### src/rtl/acs_pkg.sv
// Package for the arm command safety gate: payload structs, stage structs,
// register codes, reason codes and reset values. Depends on nothing.
`default_nettype none

package acs_pkg;

   // Fraction width of the angle format; it only sets the reset limits.
   localparam int unsigned ANGLE_FRAC_BITS = 12;

   localparam int unsigned ANGLE_W   = 16;
   localparam int unsigned TIME_W    = 64;
   localparam int unsigned AGE_CFG_W = 32;
   localparam int unsigned NS_W      = 30;
   localparam int unsigned LHS_W     = ANGLE_W + NS_W;   // |diff| * 1e9
   localparam int unsigned RHS_W     = ANGLE_W + LHS_W;  // max_rate * low age
   localparam int unsigned CSR_IDX_W = 3;
   localparam int unsigned CSR_DAT_W = 32;

   localparam logic [NS_W-1:0] NS_PER_S = 30'd1000000000;

   // Reset limits: pi, 2 rad/s and 0.01 rad, rounded and saturated.
   localparam logic [63:0] PI_Q30        = 64'd3373259426;
   localparam logic [63:0] SIGMA_Q30     = 64'd10737418;
   localparam int unsigned ROUND_SHIFT   = 30 - ANGLE_FRAC_BITS;
   localparam logic [63:0] ROUND_HALF    = 64'd1 << (ROUND_SHIFT - 1);
   localparam logic [63:0] PI_SCALED     = (PI_Q30 + ROUND_HALF) >> ROUND_SHIFT;
   localparam logic [63:0] PI_CLAMPED    = (PI_SCALED > 64'd32767) ? 64'd32767 : PI_SCALED;
   localparam logic [63:0] SIGMA_SCALED  = (SIGMA_Q30 + ROUND_HALF) >> ROUND_SHIFT;
   localparam logic [63:0] SIGMA_CLAMPED = (SIGMA_SCALED > 64'd65535) ? 64'd65535 : SIGMA_SCALED;
   localparam logic [63:0] RATE_SCALED   = 64'd2 << ANGLE_FRAC_BITS;
   localparam logic [63:0] RATE_CLAMPED  = (RATE_SCALED > 64'd65535) ? 64'd65535 : RATE_SCALED;

   localparam logic signed [ANGLE_W-1:0] JOINT_MAX_RESET = ANGLE_W'(PI_CLAMPED);
   localparam logic signed [ANGLE_W-1:0] JOINT_MIN_RESET = -JOINT_MAX_RESET;
   localparam logic [ANGLE_W-1:0]        MAX_RATE_RESET  = ANGLE_W'(RATE_CLAMPED);
   localparam logic [ANGLE_W-1:0]        MAX_SIGMA_RESET = ANGLE_W'(SIGMA_CLAMPED);
   localparam logic [AGE_CFG_W-1:0]      MAX_AGE_RESET   = 32'd50000000;

   typedef enum logic [CSR_IDX_W-1:0] {
      CSR_JOINT_MIN = 3'd0,
      CSR_JOINT_MAX = 3'd1,
      CSR_MAX_RATE  = 3'd2,
      CSR_MAX_SIGMA = 3'd3,
      CSR_MAX_AGE   = 3'd4
   } csr_index_type;

   typedef enum logic [2:0] {
      REASON_NONE  = 3'd0,
      REASON_CLOCK = 3'd1,
      REASON_STALE = 3'd2,
      REASON_RANGE = 3'd3,
      REASON_RATE  = 3'd4,
      REASON_SIGMA = 3'd5
   } reason_type;

   typedef struct packed {
      logic signed [ANGLE_W-1:0] joint_pos;
      logic signed [ANGLE_W-1:0] joint_target;
      logic [ANGLE_W-1:0]        joint_sigma;
      logic [TIME_W-1:0]         state_time_ns;
      logic [TIME_W-1:0]         now_time_ns;
      logic                      last_joint;
   } req_type;

   typedef struct packed {
      logic       approve;
      reason_type reason;
   } rsp_type;

   typedef struct packed {
      logic signed [ANGLE_W-1:0] joint_min;
      logic signed [ANGLE_W-1:0] joint_max;
      logic [ANGLE_W-1:0]        max_rate;
      logic [ANGLE_W-1:0]        max_sigma;
      logic [AGE_CFG_W-1:0]      max_age_ns;
   } cfg_type;

   // After the age subtract and the per-joint compares.
   typedef struct packed {
      logic [TIME_W-1:0]  age;
      logic               clock_behind;
      logic [ANGLE_W-1:0] mag;
      logic               range_fail;
      logic               sigma_fail;
      logic               last;
   } front_type;

   // After the two rate products.
   typedef struct packed {
      logic [LHS_W-1:0] lhs;
      logic [RHS_W-1:0] rhs;
      logic             rate_exempt;
      logic             clock_behind;
      logic             stale;
      logic             zero_age;
      logic             range_fail;
      logic             sigma_fail;
      logic             last;
   } rate_type;

endpackage

`default_nettype wire

### src/rtl/arm_command_safety_gate_core.sv
// A joint passes the four pipeline registers (input, age/compare, rate product,
//    result if last) in turn; the last joint's verdict appears in rsp_valid.
//    Throughput: one joint per cycle unless a stalled verdict holds back a last
//    joint; each register holds one item and moves when the next stage is free.
// Reset (synchronous, active high) empties the pipeline, clears the sticky flags
//    and loads the limit registers with their reset values.
`default_nettype none

module arm_command_safety_gate_core (
   input  wire logic                          clock,
   input  wire logic                          reset,
   // joint transactions in
   input  wire logic                          req_valid,
   output logic                               req_stall,
   input  acs_pkg::req_type                   req_data,
   // verdict transactions out
   output logic                               rsp_valid,
   input  wire logic                          rsp_stall,
   output acs_pkg::rsp_type                   rsp_data,
   // limit register writes
   input  wire logic                          csr_valid,
   output logic                               csr_ready,
   input  wire logic [acs_pkg::CSR_IDX_W-1:0] csr_index,
   input  wire logic [acs_pkg::CSR_DAT_W-1:0] csr_wdata
);
   import acs_pkg::*;

   cfg_type   cfg;
   logic      front_valid;
   logic      front_ready;
   front_type front_data;
   logic      rate_valid;
   logic      rate_ready;
   rate_type  rate_data;

   // Limits are to be written by the user only while the pipeline is empty; the
   // block itself leaves this unchecked, so every stage may read them directly.
   acs_csr u_csr (
      .clock     (clock),
      .reset     (reset),
      .csr_valid (csr_valid),
      .csr_ready (csr_ready),
      .csr_index (csr_index),
      .csr_wdata (csr_wdata),
      .cfg       (cfg)
   );

   // Register the joint, then take the age (its borrow flags now behind the
   // state time), the step size and the range and uncertainty compares.
   acs_front u_front (
      .clock       (clock),
      .reset       (reset),
      .cfg         (cfg),
      .req_valid   (req_valid),
      .req_stall   (req_stall),
      .req_data    (req_data),
      .front_valid (front_valid),
      .front_ready (front_ready),
      .front_data  (front_data)
   );

   // Form both sides of the rate test as products, so no division is needed.
   acs_rate u_rate (
      .clock       (clock),
      .reset       (reset),
      .cfg         (cfg),
      .front_valid (front_valid),
      .front_ready (front_ready),
      .front_data  (front_data),
      .rate_valid  (rate_valid),
      .rate_ready  (rate_ready),
      .rate_data   (rate_data)
   );

   // Fold each joint into the sticky flags; on the last joint, pick the reason
   // by priority and hold it in the result register until taken. Joints that
   // are not last drain even while a verdict waits.
   acs_verdict u_verdict (
      .clock      (clock),
      .reset      (reset),
      .rate_valid (rate_valid),
      .rate_ready (rate_ready),
      .rate_data  (rate_data),
      .rsp_valid  (rsp_valid),
      .rsp_stall  (rsp_stall),
      .rsp_data   (rsp_data)
   );

endmodule

`default_nettype wire

### src/rtl/acs_csr.sv
// Configuration registers of the safety gate.
// Depends on acs_pkg.
`default_nettype none

module acs_csr (
   input  wire logic                         clock,
   input  wire logic                         reset,
   input  wire logic                         csr_valid,
   output logic                              csr_ready,
   input  wire logic [acs_pkg::CSR_IDX_W-1:0] csr_index,
   input  wire logic [acs_pkg::CSR_DAT_W-1:0] csr_wdata,
   output acs_pkg::cfg_type                  cfg
);
   import acs_pkg::*;

   cfg_type cfg_ff;
   cfg_type cfg_in;

   assign csr_ready = 1'b1;
   assign cfg       = cfg_ff;

   always_comb begin
      cfg_in = cfg_ff;
      if (csr_valid) begin
         case (csr_index)
            CSR_JOINT_MIN: cfg_in.joint_min  = csr_wdata[ANGLE_W-1:0];
            CSR_JOINT_MAX: cfg_in.joint_max  = csr_wdata[ANGLE_W-1:0];
            CSR_MAX_RATE:  cfg_in.max_rate   = csr_wdata[ANGLE_W-1:0];
            CSR_MAX_SIGMA: cfg_in.max_sigma  = csr_wdata[ANGLE_W-1:0];
            CSR_MAX_AGE:   cfg_in.max_age_ns = csr_wdata[AGE_CFG_W-1:0];
            default:       cfg_in = cfg_ff;  // drop unknown index
         endcase
      end
   end

   always_ff @(posedge clock) begin
      if (reset) begin
         cfg_ff.joint_min  <= JOINT_MIN_RESET;
         cfg_ff.joint_max  <= JOINT_MAX_RESET;
         cfg_ff.max_rate   <= MAX_RATE_RESET;
         cfg_ff.max_sigma  <= MAX_SIGMA_RESET;
         cfg_ff.max_age_ns <= MAX_AGE_RESET;
      end else begin
         cfg_ff <= cfg_in;
      end
   end

endmodule

`default_nettype wire

### src/rtl/acs_front.sv
// Input register and first stage: state age, joint step size, range and
// uncertainty compares. Depends on acs_pkg.
`default_nettype none

module acs_front (
   input  wire logic        clock,
   input  wire logic        reset,
   input  acs_pkg::cfg_type cfg,
   input  wire logic        req_valid,
   output logic             req_stall,
   input  acs_pkg::req_type req_data,
   output logic             front_valid,
   input  wire logic        front_ready,
   output acs_pkg::front_type front_data
);
   import acs_pkg::*;

   logic      in_valid_ff;
   logic      in_valid_in;
   req_type   in_ff;
   logic      front_valid_ff;
   logic      front_valid_in;
   front_type front_ff;
   front_type front_in;

   logic                    s2_ready;
   logic                    s1_ready;
   logic                    s1_move;
   logic [TIME_W:0]         age_wide;
   logic signed [ANGLE_W:0] diff;
   logic [ANGLE_W:0]        diff_abs;

   assign s2_ready  = !front_valid_ff || front_ready;
   assign s1_move   = in_valid_ff && s2_ready;
   assign s1_ready  = !in_valid_ff || s2_ready;
   assign req_stall = !s1_ready;

   assign front_valid = front_valid_ff;
   assign front_data  = front_ff;

   always_comb begin
      age_wide = {1'b0, in_ff.now_time_ns} - {1'b0, in_ff.state_time_ns};
      diff     = {in_ff.joint_target[ANGLE_W-1], in_ff.joint_target}
               - {in_ff.joint_pos[ANGLE_W-1], in_ff.joint_pos};
      diff_abs = diff[ANGLE_W] ? (ANGLE_W+1)'(-diff) : diff;

      front_in.age          = age_wide[TIME_W-1:0];
      front_in.clock_behind = age_wide[TIME_W];   // borrow: now before state time
      front_in.mag          = diff_abs[ANGLE_W-1:0];
      front_in.range_fail   = (in_ff.joint_target < cfg.joint_min)
                           || (in_ff.joint_target > cfg.joint_max);
      front_in.sigma_fail   = in_ff.joint_sigma > cfg.max_sigma;
      front_in.last         = in_ff.last_joint;

      in_valid_in    = (req_valid && s1_ready) || (in_valid_ff && !s2_ready);
      front_valid_in = s1_move || (front_valid_ff && !front_ready);
   end

   always_ff @(posedge clock) begin
      if (reset) begin
         in_valid_ff    <= 1'b0;
         front_valid_ff <= 1'b0;
      end else begin
         in_valid_ff    <= in_valid_in;
         front_valid_ff <= front_valid_in;
      end
   end

   always_ff @(posedge clock) begin
      if (req_valid && s1_ready) begin
         in_ff <= req_data;
      end
      if (s1_move) begin
         front_ff <= front_in;
      end
   end

endmodule

`default_nettype wire

### src/rtl/acs_rate.sv
// Second stage: rate products |diff|*1e9 and max_rate*age, stale and zero
// age tests. Depends on acs_pkg.
`default_nettype none

module acs_rate (
   input  wire logic          clock,
   input  wire logic          reset,
   input  acs_pkg::cfg_type   cfg,
   input  wire logic          front_valid,
   output logic               front_ready,
   input  acs_pkg::front_type front_data,
   output logic               rate_valid,
   input  wire logic          rate_ready,
   output acs_pkg::rate_type  rate_data
);
   import acs_pkg::*;

   logic     rate_valid_ff;
   logic     rate_valid_in;
   rate_type rate_ff;
   rate_type rate_in;
   logic     move;

   assign front_ready = !rate_valid_ff || rate_ready;
   assign move        = front_valid && front_ready;
   assign rate_valid  = rate_valid_ff;
   assign rate_data   = rate_ff;

   always_comb begin
      // An age at or above 2^LHS_W with a nonzero rate always passes, so
      // only the low age bits enter the product.
      rate_in.lhs          = LHS_W'(front_data.mag) * LHS_W'(NS_PER_S);
      rate_in.rhs          = RHS_W'(cfg.max_rate) * RHS_W'(front_data.age[LHS_W-1:0]);
      rate_in.rate_exempt  = (|front_data.age[TIME_W-1:LHS_W]) && (|cfg.max_rate);
      rate_in.clock_behind = front_data.clock_behind;
      rate_in.stale        = front_data.age > TIME_W'(cfg.max_age_ns);
      rate_in.zero_age     = front_data.age == '0;
      rate_in.range_fail   = front_data.range_fail;
      rate_in.sigma_fail   = front_data.sigma_fail;
      rate_in.last         = front_data.last;

      rate_valid_in = move || (rate_valid_ff && !rate_ready);
   end

   always_ff @(posedge clock) begin
      if (reset) begin
         rate_valid_ff <= 1'b0;
      end else begin
         rate_valid_ff <= rate_valid_in;
      end
   end

   always_ff @(posedge clock) begin
      if (move) begin
         rate_ff <= rate_in;
      end
   end

endmodule

`default_nettype wire

### src/rtl/acs_verdict.sv
// Final stage: rate compare, sticky failure flags, verdict priority and the
// result register. Depends on acs_pkg.
`default_nettype none

module acs_verdict (
   input  wire logic         clock,
   input  wire logic         reset,
   input  wire logic         rate_valid,
   output logic              rate_ready,
   input  acs_pkg::rate_type rate_data,
   output logic              rsp_valid,
   input  wire logic         rsp_stall,
   output acs_pkg::rsp_type  rsp_data
);
   import acs_pkg::*;

   logic    range_failed_ff;
   logic    range_failed_in;
   logic    rate_failed_ff;
   logic    rate_failed_in;
   logic    sigma_failed_ff;
   logic    sigma_failed_in;
   logic    rsp_valid_ff;
   logic    rsp_valid_in;
   rsp_type rsp_ff;
   rsp_type rsp_in;

   logic out_free;
   logic take;
   logic rate_fail;
   logic any_range;
   logic any_rate;
   logic any_sigma;

   assign out_free   = !rsp_valid_ff || !rsp_stall;
   assign rate_ready = !rate_data.last || out_free;
   assign take       = rate_valid && rate_ready;
   assign rsp_valid  = rsp_valid_ff;
   assign rsp_data   = rsp_ff;

   always_comb begin
      rate_fail = !rate_data.rate_exempt && (RHS_W'(rate_data.lhs) > rate_data.rhs);
      any_range = range_failed_ff || rate_data.range_fail;
      any_rate  = rate_failed_ff  || rate_fail;
      any_sigma = sigma_failed_ff || rate_data.sigma_fail;

      if (rate_data.clock_behind) begin
         rsp_in.reason = REASON_CLOCK;
      end else if (rate_data.stale) begin
         rsp_in.reason = REASON_STALE;
      end else if (any_range) begin
         rsp_in.reason = REASON_RANGE;
      end else if (rate_data.zero_age) begin
         rsp_in.reason = REASON_CLOCK;
      end else if (any_rate) begin
         rsp_in.reason = REASON_RATE;
      end else if (any_sigma) begin
         rsp_in.reason = REASON_SIGMA;
      end else begin
         rsp_in.reason = REASON_NONE;
      end
      rsp_in.approve = rsp_in.reason == REASON_NONE;

      range_failed_in = range_failed_ff;
      rate_failed_in  = rate_failed_ff;
      sigma_failed_in = sigma_failed_ff;
      if (take) begin
         // Clear on the last joint; otherwise accumulate.
         range_failed_in = !rate_data.last && any_range;
         rate_failed_in  = !rate_data.last && any_rate;
         sigma_failed_in = !rate_data.last && any_sigma;
      end

      rsp_valid_in = (rsp_valid_ff && rsp_stall) || (take && rate_data.last);
   end

   always_ff @(posedge clock) begin
      if (reset) begin
         range_failed_ff <= 1'b0;
         rate_failed_ff  <= 1'b0;
         sigma_failed_ff <= 1'b0;
         rsp_valid_ff    <= 1'b0;
      end else begin
         range_failed_ff <= range_failed_in;
         rate_failed_ff  <= rate_failed_in;
         sigma_failed_ff <= sigma_failed_in;
         rsp_valid_ff    <= rsp_valid_in;
      end
   end

   always_ff @(posedge clock) begin
      if (take && rate_data.last) begin
         rsp_ff <= rsp_in;
      end
   end

endmodule

`default_nettype wire

### config.mk
export PLATFORM = sky130hd
export DESIGN_NAME = arm_command_safety_gate_core
export DESIGN_NICKNAME = d
export VERILOG_FILES = /design/src/rtl/acs_pkg.sv /design/src/rtl/arm_command_safety_gate_core.sv /design/src/rtl/acs_csr.sv /design/src/rtl/acs_front.sv /design/src/rtl/acs_rate.sv /design/src/rtl/acs_verdict.sv
export SDC_FILE = /design/constraint.sdc
export NUM_CORES = 2
export LEC_CHECK = 0
export ABC_CLOCK_PERIOD_IN_PS = 10300
export CORE_AREA = 2 2 298 300
export CTS_CLUSTER_SIZE = 30
export DETAILED_ROUTE_END_ITERATION = 10
export DIE_AREA = 0 0 300 302
export DONT_BUFFER_PORTS = 1
export GPL_TIMING_DRIVEN = 1
export PLACE_DENSITY = 0.89
export SLEW_MARGIN = 20
export SYNTH_ARGS = -nofsm -noshare
export SYNTH_HDL_FRONTEND = slang
export SYNTH_SLANG_ARGS = --single-unit
### constraint.sdc
create_clock -name clock -period 10.3 [get_ports clock]
set_clock_uncertainty 0.2 [all_clocks]
set_input_delay 1.03 -clock clock [delete_from_list [all_inputs] [get_ports clock]]
set_output_delay 1.03 -clock clock [all_outputs]
set_load 0.01 [all_outputs]
==> results.txt <==
The flow ran to the end, and the final reports show no timing, DRC or antenna violations. Summing the areas of all xor and xnor instances in the mapped netlist gives 3.01% of the synthesized area. The final critical path takes up 77.7% of the cycle. inv_1 is the most common cell in the netlist. Critical path startpoint category: a flip-flop.

The overall fraction of global-route tracks in use was 29.3%; the multiplexer fraction of the synthesized cell area was 0.0408%. In this run the count of I/O pins placed on the die edge is 224. After clock tree synthesis, the repair step resized 0 gates. The required time reported for the critical path endpoint was 10.47 ns. The cell area after synthesis is 52100 µm².

The internal power of the cells was 7.92 mW; the first-iteration detailed-routing DRC count was 3598. The number of nets at the end of the flow was 6681; the total number of vias was 38.2k. Using the TritonRoute via totals, the vias-per-cell ratio works out to 5.92.

The logs give 25.8 nW for the leakage power of the design and 49 for the CTS buffer count. Of the total synthesized cell area, the portion taken by AND, OR, NAND and NOR gates is 13.4%. Dividing the detail-routed wire length by the instance count gives 20.1 µm.

The family with the most delay on the worst path was adder cells. Derived from the worst setup path, the maximum achievable clock frequency is 0.125 GHz. The floorplan step defined a core boundary enclosing 87600 µm².

Data arrives at the worst endpoint at 8.17 ns. Critical-path cell with the highest stage delay: dfxtp_1. In this run, synthesis inferred 371 flip-flops with an integrated enable.

The first global-routing pass estimated 210 mm of wire. The maximum number of buffers from clock root to sink was 3; the count of endpoints failing hold in the final timing report was 0. The switching part of the total works out to 45.0%. The delay of the slowest critical-path stage was 0.87 ns.

The tool flagged a number of max-cap violations equal to 0. In this run, flip-flops and latches consume 20.8% of the power. The area of all placed cells without fillers came out at 54800 µm². For the die area, the log shows 90600 µm².

STA classifies the critical path endpoint as a flip-flop. The number of antenna violations at the first check in global routing came out at 1. TritonCTS built the clock tree. The floorplan die height is 302 µm. For the via count of the first global-routing pass, the log shows 41.2k. The count of nets left with antenna violations once routing finished came out at 0.

The number of buffers added on ports came out at 0. The clock network burns 13.4% of the power. At the later pin of the worst-skew pair, clock insertion delay measures 0.64 ns. The first TritonRoute pass finished after 6 iterations. The worst pin sits at a relative slew slack of 20.8%.

Once layout is complete, the utilization of the core stands at 62.6%. The run gives 0 as the max-slew violation count. The post-layout minimum cycle time is 8.00 ns, and the synthesized netlist cell count is 5371. For this run the aggregate overflow at the end of global routing stands at 0. During synthesis, Yosys emitted a total of 0 warnings. The H-tree was split into 2 levels.

Synthesis produced a netlist with a net count of 6813. The synthesized design devotes to its leading area cell type 28.7% of total area. Dividing total power by cell area gives a power density of 263 nW/µm².

By area the synthesized netlist is led by fa_1 29%, edfxtp_1 21%, ha_1 11%, inv_1 7.8%, nand2_1 5.6%. For this run, asynchronously set or reset flops after synthesis account for 0%. The largest fanout of any net on the critical path is 20.

For the pin with the worst max-slew slack, the measured transition is 1.19 ns. The setup path with the least slack is of type flip-flop to flip-flop. Timing analysis after detailed placement gives a worst setup slack of 2.43 ns.

Buffers inserted to repair hold after CTS numbered 0. The synthesized design contains 474 register bits. After synthesis, the largest family of logic cells by area is adder cells.

Counting instances in the post-synthesis netlist gives the leading cell types as 1087 x inv_1, 781 x nand2_1, 748 x fa_1, 477 x ha_1, 371 x edfxtp_1. The analysis attributes to net switching a power of 6.48 mW. For this run, design rule violations remaining after detail routing come to 0. For the combinational share of power, the log shows 65.8%. Counting both buffers and inverters, the worst setup path holds a total of 7. Row generation in the floorplan step produced 109 rows.

The initial standard-cell utilization of the core came out at 59.5%. The adder and majority gate portion of the synthesized area is 40.2%. Entering global routing, the biggest net connects 102 pins. In this run, distinct cell masters in the synthesized netlist total 69.

The final setup violation count is 0, and the highest ir drop seen on vdd is 802 µV. For the clock net sink count, the log shows 474. In the synthesized netlist the dominant register cell turns out to be edfxtp_1.

The proportion of layout cells with a drive suffix above 1 was 2.54%; the final setup TNS was 0 ns. Averaged over all synthesized cells, the footprint is 9.70 µm². For this block, the routed nets add up to 129 mm of wire. The clock-pin transition on the worst setup and hold timing paths is 0.07 ns, and the global placer's final weighted congestion is 0.939. Setup repair after global routing left no endpoint under its margin. The finished layout holds 6445 standard cells, fillers aside.

The worst path meets setup with 2.30 ns of slack. The root cell of the clock tree was clkbuf_16. The signal on the critical path passes through buf_4, nand2_1, fa_1, inv_1, fa_1, inv_1, fa_1, inv_1, fa_1, fa_1, inv_1, fa_1, inv_1, ha_1, inv_1, nor3_1, nand3_1, nor4b_1, o31ai_1, o21ai_0, nor4b_1, o22ai_1, xnor2_1. The total placed instance area is 53000 µm². The HPWL after detailed placement is 97.4 mm, and the post-CTS setup buffer count is 0.

Of the synthesized area, sequential elements account for 25.3%. The class of the tightest hold or removal check was flip-flop to flip-flop. Including well taps, the total number of placed cells is 6353. The dominant cell type by area after synthesis was fa_1.

The synthesized netlist devotes 8.55% of its cell area to compound gates. Width of the die: 300 µm. Compared with the post-synthesis result, the final layout area differs by 5.19%.
==> power by group through the flow <==
stage	registers (mW)	logic [mW]	clock network [mW]
finish	2.99	9.47	1.93
global route	3.00	10.6	2.01
CTS	2.98	9.43	1.95
detailed placement	3.02	9.31	0
global placement	3.01	8.92	0
floorplan	2.91	7.21	0
==> cells by family (layout without fill, tap and decap cells) <==
group	after synthesis	after routing
buf+inv	1307	1214
compound gates	701	701
fa+ha+maj	1225	1225
flops	474	474
other cells	1	3
mux	2	2
simple gates	1482	1482
xor+xnor	179	179
==> registers in the layout (all words and copies together) (netlist names) <==
| register | cells |
|---|---|
| u_csr.cfg | 96 |
| u_front.front_data | 84 |
| u_front.front_in | 1 |
| u_front.front_valid | 1 |
| u_front.in_ff | 176 |
| u_front.in_valid_ff | 1 |
| u_rate.rate_data | 106 |
| u_rate.rate_valid | 1 |
| u_verdict.range_failed_ff | 1 |
| u_verdict.rate_failed_ff | 1 |
| u_verdict.rsp_data | 4 |
| u_verdict.rsp_valid | 1 |
| u_verdict.sigma_failed_ff | 1 |
==> per-stage QoR <==
step	total power, mW	hold slack, ns
3_3_place_gp	11.9	0.204
4_1_cts	14.4	0.240
5_1_grt	15.6	0.252
2_1_floorplan	10.1	0.200
3_5_place_dp	12.3	0.228
6_report	14.4	0.249
==> routing by layer <==
metal,GRT usage [%],vias up,share of wire (%)
li1,-,16766,-
met1,34.9,18579,35
met2,50.2,2258,49
met3,6.20,558,10
met4,15.6,2,6.1
met5,0,-,0.010
==> path summary, 6_finish.rpt <==
kind | cells past startpoint | start | slack, ns | endpoint
min reg2reg | 0 | u_front.front_data[1] | 0.25 | u_rate.rate_data[1]
max | 23 | u_csr.cfg[51] | 2.30 | u_rate.rate_data[66]
max reg2reg | 23 | u_csr.cfg[51] | 2.30 | u_rate.rate_data[66]
min | 0 | u_front.front_data[1] | 0.25 | u_rate.rate_data[1]
==> cells in the final DEF (no fill, tap or decap), types with 33 or more instances in the layout <==
master | synthesis | layout
edfxtp_1 | 371 | 371
nor2_1 | 126 | 125
xnor2_1 | 114 | 114
dfxtp_1 | 103 | 103
nor3_1 | 33 | 33
ha_1 | 477 | 477
o21ai_0 | 86 | 86
buf_4 | 1 | 37
and2_1 | 257 | 257
nand3_1 | 47 | 47
clkbuf_16 | 0 | 50
a21oi_1 | 265 | 265
inv_1 | 1087 | 1087
fa_1 | 748 | 748
nor2b_1 | 40 | 39
a21o_1 | 143 | 143
nand2_1 | 781 | 781
xor2_1 | 65 | 65
nand4_1 | 64 | 64
==> final cells by class <==
class / count / area [µm²]
Timing Repair Buffer: 37 / 278
Clock inverter: 30 / 443
Fill cell: 6485 / 32800
Inverter: 1087 / 4080
Sequential cell: 474 / 13200
Clock buffer: 60 / 1320
Tap cell: 1165 / 1460
Antenna cell: 2 / 5.00
Multi-Input combinational cell: 3590 / 34000
==> worst register-to-register path: cells and delay by family, from the launching register on <==
kind / cells / cell delay (ns)
xor gates and xnor gates: 1 / 0.18
AOI/OAI and AO/OA: 3 / 0.59
and+or+nand+nor: 5 / 1.59
DFF: 1 / 0.87
adders and majority gates: 7 / 3.50
buffers and inverters: 7 / 0.80
(Power assumes the default switching activity.)
